**config.mk**
```make
export PLATFORM = sky130hd
export DESIGN_NAME = multi_token_event_scheduler_top
export DESIGN_NICKNAME = d
export VERILOG_FILES = /design/src/rtl/core/mtes_pkg.sv /design/src/rtl/core/mtes_min_tree.sv /design/src/rtl/core/mtes_state.sv /design/src/rtl/core/multi_token_event_scheduler_top.sv
export SDC_FILE = /design/constraint.sdc
export NUM_CORES = 2
export LEC_CHECK = 0
export BUFFER_PORTS_ARGS = -buffer_cell sky130_fd_sc_hd__buf_4
export CORE_MARGIN = 2
export CORE_UTILIZATION = 40
export CTS_CLUSTER_SIZE = 28
export DETAILED_ROUTE_END_ITERATION = 7
export GPL_TIMING_DRIVEN = 0
export MAX_ROUTING_LAYER = met4
export PLACE_DENSITY = 0.61
export SLEW_MARGIN = 20
export SYNTH_ARGS = -nofsm -noshare
export SYNTH_HDL_FRONTEND = slang
export SYNTH_SLANG_ARGS = --single-unit
export TNS_END_PERCENT = 20
```
**constraint.sdc**
```tcl
create_clock -name clock -period 13.48 [get_ports clock]
set_input_delay 2.696 -clock clock [delete_from_list [all_inputs] [get_ports clock]]
set_output_delay 2.696 -clock clock [all_outputs]
set_load 0.005 [all_outputs]
```
**src/rtl/core/mtes_pkg.sv**
```systemverilog
// Shared types, constants and helpers for the multi-token event scheduler.
// Depends on nothing; imported by every module of the block.
`default_nettype none

package mtes_pkg;

   localparam int TOKENS_DEFAULT = 4;
   localparam int TOKEN_W        = 2;
   localparam int AMOUNT_W       = 31;
   localparam int TIME_W         = 32;

   // largest positive deadline; cap of the earliest-deadline minimum
   localparam logic [TIME_W-1:0] DEADLINE_CEILING = 32'h7FFF_FFFF;

   typedef enum logic [1:0] {
      ACT_ADVANCE  = 2'd0,
      ACT_RESYNC   = 2'd1,
      ACT_SCHEDULE = 2'd2,
      ACT_REBASE   = 2'd3
   } action_type;

   typedef struct packed {
      action_type            action;
      logic [TOKEN_W-1:0]    token;
      logic [AMOUNT_W-1:0]   amount;
   } cmd_type;

   typedef struct packed {
      logic [AMOUNT_W-1:0]   elapsed;
      logic                  event_pending;
      logic [TIME_W-1:0]     earliest_deadline;
   } res_type;

   // signed 32-bit a < b on raw bit patterns
   function automatic logic signed_less(input logic [TIME_W-1:0] a,
                                        input logic [TIME_W-1:0] b);
      signed_less = $signed(a) < $signed(b);
   endfunction

endpackage

`default_nettype wire

```
**src/rtl/core/mtes_min_tree.sv**
```systemverilog
// Balanced signed-minimum tree over all deadlines, capped at DEADLINE_CEILING.
// Depends on mtes_pkg.
`default_nettype none

module mtes_min_tree
   import mtes_pkg::*;
#(
   parameter int TOKENS = TOKENS_DEFAULT
) (
   input  wire logic [TOKENS-1:0][TIME_W-1:0] values,
   output logic      [TIME_W-1:0]             min_value
);

   localparam int LEVELS = $clog2(TOKENS);
   localparam int LEAVES = 1 << LEVELS;

   logic [LEVELS:0][LEAVES-1:0][TIME_W-1:0] lvl;

   always_comb begin
      for (int l = 0; l <= LEVELS; l++) begin
         for (int j = 0; j < LEAVES; j++) begin
            lvl[l][j] = DEADLINE_CEILING;
         end
      end
      for (int j = 0; j < TOKENS; j++) begin
         lvl[0][j] = values[j];
      end
      // pair up neighbours, one level at a time
      for (int l = 1; l <= LEVELS; l++) begin
         for (int j = 0; j < (LEAVES >> l); j++) begin
            lvl[l][j] = signed_less(lvl[l-1][2*j+1], lvl[l-1][2*j]) ?
                        lvl[l-1][2*j+1] : lvl[l-1][2*j];
         end
      end
      min_value = signed_less(lvl[LEVELS][0], DEADLINE_CEILING) ?
                  lvl[LEVELS][0] : DEADLINE_CEILING;
   end

endmodule

`default_nettype wire

```
**src/rtl/core/mtes_state.sv**
```systemverilog
// Scheduler state (counter, stamps, deadlines, earliest) and the step logic.
// Depends on mtes_pkg and mtes_min_tree.
`default_nettype none

module mtes_state
   import mtes_pkg::*;
#(
   parameter int TOKENS = TOKENS_DEFAULT
) (
   input  wire logic    clock,
   input  wire logic    reset,
   input  wire logic    step_en,
   input  wire cmd_type cmd,
   output res_type      res
);

   logic [TIME_W-1:0]             cycle_ff, cycle_in;
   logic [TIME_W-1:0]             earliest_ff, earliest_in;
   logic [TOKENS-1:0][TIME_W-1:0] stamp_ff, stamp_in;
   logic [TOKENS-1:0][TIME_W-1:0] deadline_ff, deadline_in;
   logic [TOKENS-1:0][TIME_W-1:0] sched_deadline;
   logic [TIME_W-1:0]             sched_min;
   logic [TOKENS-1:0]             hit;
   logic                          hit_any;
   logic [TIME_W-1:0]             stamp_sel;
   logic [TIME_W-1:0]             since;
   logic                          since_pos;
   logic [TIME_W-1:0]             target;

   // decode the token and pick its stamp
   always_comb begin
      hit_any   = 1'b0;
      stamp_sel = '0;
      for (int i = 0; i < TOKENS; i++) begin
         hit[i] = (32'(cmd.token) == 32'(i));
         if (hit[i]) begin
            hit_any   = 1'b1;
            stamp_sel = stamp_ff[i];
         end
      end
   end

   assign since     = cycle_ff - stamp_sel;
   assign since_pos = (since != '0) && !since[TIME_W-1];
   assign target    = cycle_ff + {1'b0, cmd.amount};

   always_comb begin
      for (int i = 0; i < TOKENS; i++) begin
         sched_deadline[i] = hit[i] ? target : deadline_ff[i];
      end
   end

   mtes_min_tree #(
      .TOKENS (TOKENS)
   ) u_min_tree (
      .values    (sched_deadline),
      .min_value (sched_min)
   );

   always_comb begin
      cycle_in    = cycle_ff;
      earliest_in = earliest_ff;
      stamp_in    = stamp_ff;
      deadline_in = deadline_ff;
      res.elapsed = '0;
      unique case (cmd.action)
         ACT_ADVANCE: begin
            cycle_in = cycle_ff + {1'b0, cmd.amount};
         end
         ACT_RESYNC: begin
            if (hit_any && since_pos) begin
               for (int i = 0; i < TOKENS; i++) begin
                  if (hit[i]) begin
                     stamp_in[i] = cycle_ff;
                  end
               end
               res.elapsed = since[AMOUNT_W-1:0];
            end
         end
         ACT_SCHEDULE: begin
            if (hit_any) begin
               deadline_in = sched_deadline;
               earliest_in = sched_min;
            end
         end
         ACT_REBASE: begin
            for (int i = 0; i < TOKENS; i++) begin
               stamp_in[i]    = stamp_ff[i] - cycle_ff;
               deadline_in[i] = deadline_ff[i] - cycle_ff;
            end
            earliest_in = earliest_ff - cycle_ff;
            cycle_in    = '0;
         end
         default: begin
            cycle_in = cycle_ff;
         end
      endcase
      res.event_pending     = !signed_less(cycle_in, earliest_in);
      res.earliest_deadline = earliest_in;
   end

   always_ff @(posedge clock) begin
      if (reset) begin
         cycle_ff    <= '0;
         earliest_ff <= '0;
         stamp_ff    <= '0;
         deadline_ff <= '0;
      end else if (step_en) begin
         cycle_ff    <= cycle_in;
         earliest_ff <= earliest_in;
         stamp_ff    <= stamp_in;
         deadline_ff <= deadline_in;
      end
   end

endmodule

`default_nettype wire

```
**src/rtl/core/multi_token_event_scheduler_top.sv**
```systemverilog
// Top level of the multi-token event scheduler: input register, result register,
// handshakes and checks. Depends on mtes_pkg and mtes_state.
`default_nettype none

//  channel  | ports                                                          | direction
//  ---------+----------------------------------------------------------------+----------
//  request  | req_valid, req_ready, req_action, req_token, req_amount        | in
//  response | rsp_valid, rsp_ready, rsp_elapsed, rsp_event_pending, rsp_earliest_deadline | out
//
// One transfer per cycle sustained while rsp_ready stays high: a request lands in
// the input register, then the step runs through the state logic into the result
// register once that register is free, and the response is offered from there.
// Reset (synchronous) zeroes the counter, every stamp, every deadline and earliest;
// no clearing pass is needed.
// A stalled response holds the result register; the input register then holds its
// request, and req_ready drops only when both registers are full and rsp_ready is low.

module multi_token_event_scheduler_top
   import mtes_pkg::*;
#(
   parameter int TOKENS = TOKENS_DEFAULT
) (
   input  wire logic                       clock,
   input  wire logic                       reset,
   input  wire logic                       req_valid,
   output logic                            req_ready,
   input  wire logic [1:0]                 req_action,
   input  wire logic [TOKEN_W-1:0]         req_token,
   input  wire logic [AMOUNT_W-1:0]        req_amount,
   output logic                            rsp_valid,
   input  wire logic                       rsp_ready,
   output logic [AMOUNT_W-1:0]             rsp_elapsed,
   output logic                            rsp_event_pending,
   output logic signed [TIME_W-1:0]        rsp_earliest_deadline
);

   // input register
   logic    in_valid_ff, in_valid_in;
   cmd_type in_cmd_ff;
   // result register
   logic    out_valid_ff, out_valid_in;
   res_type out_res_ff;

   res_type step_res;
   logic    out_free;
   logic    step_fire;
   logic    req_fire;

   // advance the held request when the result register can take it
   assign out_free  = !out_valid_ff || rsp_ready;
   assign step_fire = in_valid_ff && out_free;
   assign req_ready = !in_valid_ff || step_fire;
   assign req_fire  = req_valid && req_ready;

   assign in_valid_in  = req_fire ? 1'b1 : (step_fire ? 1'b0 : in_valid_ff);
   assign out_valid_in = step_fire ? 1'b1 : (rsp_ready ? 1'b0 : out_valid_ff);

   always_ff @(posedge clock) begin
      if (reset) begin
         in_valid_ff  <= 1'b0;
         out_valid_ff <= 1'b0;
      end else begin
         in_valid_ff  <= in_valid_in;
         out_valid_ff <= out_valid_in;
      end
   end

   // payload registers: load on transfer, hold otherwise
   always_ff @(posedge clock) begin
      if (req_fire) begin
         in_cmd_ff.action <= action_type'(req_action);
         in_cmd_ff.token  <= req_token;
         in_cmd_ff.amount <= req_amount;
      end
      if (step_fire) begin
         out_res_ff <= step_res;
      end
   end

   mtes_state #(
      .TOKENS (TOKENS)
   ) u_state (
      .clock   (clock),
      .reset   (reset),
      .step_en (step_fire),
      .cmd     (in_cmd_ff),
      .res     (step_res)
   );

   assign rsp_valid             = out_valid_ff;
   assign rsp_elapsed           = out_res_ff.elapsed;
   assign rsp_event_pending     = out_res_ff.event_pending;
   assign rsp_earliest_deadline = $signed(out_res_ff.earliest_deadline);

   // a request taken is always held in the input register next cycle
   a_req_lands: assert property (@(posedge clock) disable iff (reset)
      req_fire |=> in_valid_ff)
      else $error("accepted request not held in input register");

   // a blocked step must keep its request untouched
   a_step_holds: assert property (@(posedge clock) disable iff (reset)
      (in_valid_ff && !out_free) |=> (in_valid_ff && $stable(in_cmd_ff)))
      else $error("stalled request lost or changed");

   // only a resync can report elapsed cycles
   a_elapsed_zero: assert property (@(posedge clock) disable iff (reset)
      (step_fire && in_cmd_ff.action != ACT_RESYNC) |=> (rsp_valid && rsp_elapsed == '0))
      else $error("non-resync step reported elapsed cycles");

endmodule

`default_nettype wire

```
==> out/metrics.yaml <==
layout:
  final_cell_area_sq_um: 44600
  nets: 5763
  flow.area_growth_from_synthesis_pct: 13.6
  multi_input_area_sq_um: 28600
  seq_area_sq_um: 9430
  final_layout_size_suffix_gt1_frac: 0.0778
  nFillCells: 9746
  layout_common_cells: "nor2_1 (632), a21oi_1 (484), nand2_1 (466)"
  final_common_cell: "nor2_1"
timing:
  clock.fmax_mhz: 77.1
  worst_clock_skew_ns: 0.0472
  worst_pin_slew_ns: 1.33
  period_needed_ns: 12.97
  timing.final.crit_share: 0.962
  rsz0062_at_grt: "false"
  relSlewSlack: 0.112
  setup_tns_ns: 0
  setup_violations: 0
  finalHoldViolations: 0
  drv_slew: 0
  setup_ws_ns: 0.506
logic_synthesis:
  yosysWarnings: 0
  ys_ff_latch: 421
  synth_top_flop_cell: "dfxtp_1"
  synthArstFlopShare: 0
  synth_seq_area_share: 0.240
  synth_edf_count: 99
  syn_inst: 5060
  ys_types: 88
  synth.avg_cell_area_sq_um: 7.77
  syn-num-nets: 5573
  synth.cell_area_sq_um: 39300
power_and_ir_drop:
  p_per_area_nw_per_um2: 134
  p_sw_frac: 0.419
  p_switching_w: 0.00251
  power.internal_w: 0.00348
  combPwrFrac: 0.466
  seq_power_share: 0.239
  p_leak_nw: 17.9
  clockPowerShare: 0.294
  irDropWorstVdd_uv: 111
worst_hold_path:
  min_path_type: "flip-flop to flip-flop"
routing:
  routed_wirelength_microns: 197000
  ant_nets: 0
  drc: 0
  drt_iter0_drc: 5699
  first_pass_iters: 7
  routed_via_density: 6.39
  vias: 42084
  drt-wirelength-per-cell_microns: 29.9
worst_setup_path:
  path_common_cell: "a21oi_1"
  crit_arrival_ns: 13.37
  max_stage_delay_ns: 0.81
  crit_type: "flip-flop to flip-flop"
  rrSetupSlack_ns: 0.51
  path_max_fanout: 14
  cp-start-kind: "flip-flop"
  end_kind: "flip-flop"
  cp_data_required_time_ns: 13.87
  slowest_stage: "a221oi_1"
placed_design:
  dpl.hpwl_microns: 150000
  gp_congestion: 1.08
  place_ws_ns: -1.82
  place_area_sq_um: 42100
  port_buffers: 103
die:
  start_util: 0.405
  die_h_microns: 317
  io_pins: 105
  fp.coreArea_sq_um: 97000
  rows: 114
  die_w_microns: 317
  die_area_sq_um: 101000
clock_network:
  clkLatencyLatePin_ns: 0.71
  ctsRootBufferMaster: "clkbuf_16"
  cts_tree: "yes"
  clockBufferDepth: 3
  clock_sinks: 421
  cts_made_buffers: 57
  htreeDepth: 2
  clk_pin_slew_ns: 0.06
global_routing:
  grt_max_degree: 35
  grt_first_pass_wirelength_microns: 275000
  antenna_found_initial: 20
  grt_overflow: 0
  grt_pass1_vias: 38153
  grt_use_total: 0.386
job:
  max_cap_violations: 0
outcome:
  status: "finished clean"
-- power by group through the flow --
stage | combinational (W) | clock (W) | sequential (W)
2_1_floorplan | 0.00181 | 0 | 0.00144
3_3_place_gp | 0.00261 | 0 | 0.00146
3_5_place_dp | 0.00263 | 0 | 0.00146
4_1_cts | 0.00267 | 0.00177 | 0.00143
5_1_grt | 0.00298 | 0.00182 | 0.00144
6_report | 0.00279 | 0.00176 | 0.00143
-- routing by layer --
layer  GRT usage  wire length [microns]  part of all wire
met2       0.538                  79600              0.40
met5           -                      0                 0
met1       0.489                  79500              0.40
met4       0.243                  14300             0.073
met3       0.107                  23600              0.12
-- flip-flops by register name, indices dropped and copies added (netlist names) --
| register | count |
|---|---|
| rsp_event_pending | 1 |
| in_valid_ff | 1 |
| u_state.earliest_ff | 32 |
| rsp_valid | 1 |
| u_state.stamp_ff | 128 |
| rsp_earliest_deadline | 32 |
| in_cmd_ff | 35 |
| rsp_elapsed | 31 |
| u_state.deadline_ff | 128 |
| u_state.cycle_ff | 32 |
-- critical path: cells and delay by family, from the launching register on --
| kind | cells | cell delay, ns |
|---|---|---|
| xor gates and xnor gates | 1 | 0.74 |
| and+or+nand+nor | 12 | 2.56 |
| adders and majority gates | 4 | 1.35 |
| muxes | 2 | 0.53 |
| buffers and inverters | 7 | 1.68 |
| AOI/OAI and AO/OA | 23 | 5.30 |
| DFF | 1 | 0.45 |
-- layout make-up --
| class | count | area share |
|---|---|---|
| clock inverter | 23 | 0.00995 |
| tap | 1276 | 0.0358 |
| antenna | 11 | 0.000617 |
| inverter | 219 | 0.0184 |
| clock buffer | 82 | 0.0376 |
| sequential | 421 | 0.211 |
| multi-input combinational | 4180 | 0.641 |
| timing repair buffer | 131 | 0.0244 |
| buffer | 240 | 0.0216 |
-- cell usage after synthesis, drive strengths merged, types with 26 or more instances --
cell type,n,area share
nand3,67,0.0088
a21oi,489,0.062
clkbuf,215,0.021
a21o,122,0.023
o211ai,62,0.012
nand4,37,0.0059
inv,216,0.021
or3,29,0.0046
edfxtp,99,0.076
a221oi,26,0.0061
mux4,32,0.018
and2,45,0.0072
ha,463,0.15
a211oi,190,0.036
a31oi,66,0.011
nor2,633,0.060
o21ai,352,0.045
xnor2,175,0.039
xor2,77,0.017
nor2b,82,0.013
o21a,45,0.0086
mux2i,81,0.021
nor3,135,0.017
nand2b,73,0.012
a21boi,35,0.0067
a211o,27,0.0060
dfxtp,322,0.16
nand2,466,0.045
-- timing repair --
item,in CTS,in global routing
pin swaps,1,3
resized for setup,20,31
setup buffers,3,9
setup endpoints to repair,18,1
gates cloned,0,0
hold buffers,0,0
-- stage by stage --
step | total power [W] | std cells | utilization | hold slack, ns
6_report | 0.00599 | 6583 | 0.460 | 0.477
5_1_grt | 0.00624 | 6583 | 0.460 | 0.501
4_1_cts | 0.00587 | 6561 | 0.457 | 0.477
3_5_place_dp | 0.00409 | 6453 | 0.434 | 0.470
3_3_place_gp | 0.00407 | 6439 | 0.430 | 0.461
2_1_floorplan | 0.00325 | 5060 | - | 0.445
-- path summary, 6_finish.rpt --
path / start / to / depth (start not counted)
max: u_state.cycle_ff[0]$_SDFFE_PP0P_ / rsp_event_pending$_DFFE_PP_ / 49
min: u_state.deadline_ff[65]$_SDFFE_PP0P_ / u_state.deadline_ff[65]$_SDFFE_PP0P_ / 2
max reg2reg: u_state.cycle_ff[0]$_SDFFE_PP0P_ / rsp_event_pending$_DFFE_PP_ / 49
min reg2reg: u_state.deadline_ff[65]$_SDFFE_PP0P_ / u_state.deadline_ff[65]$_SDFFE_PP0P_ / 2
-- kinds of logic (layout without fill, tap and decap cells) --
family	Yosys count	in the layout	share of synthesized area
XOR/XNOR	252	252	0.0566
AO/OA/AOI/OAI	1666	1666	0.273
flip-flops	421	421	0.240
other	0	11	0
multiplexers	127	127	0.0432
buffers and inverters	459	695	0.0446
adder cells (fa/ha/maj)	474	474	0.153
AND/OR/NAND/NOR	1661	1661	0.190
No activity file was read; power rests on OpenSTA's default activity.
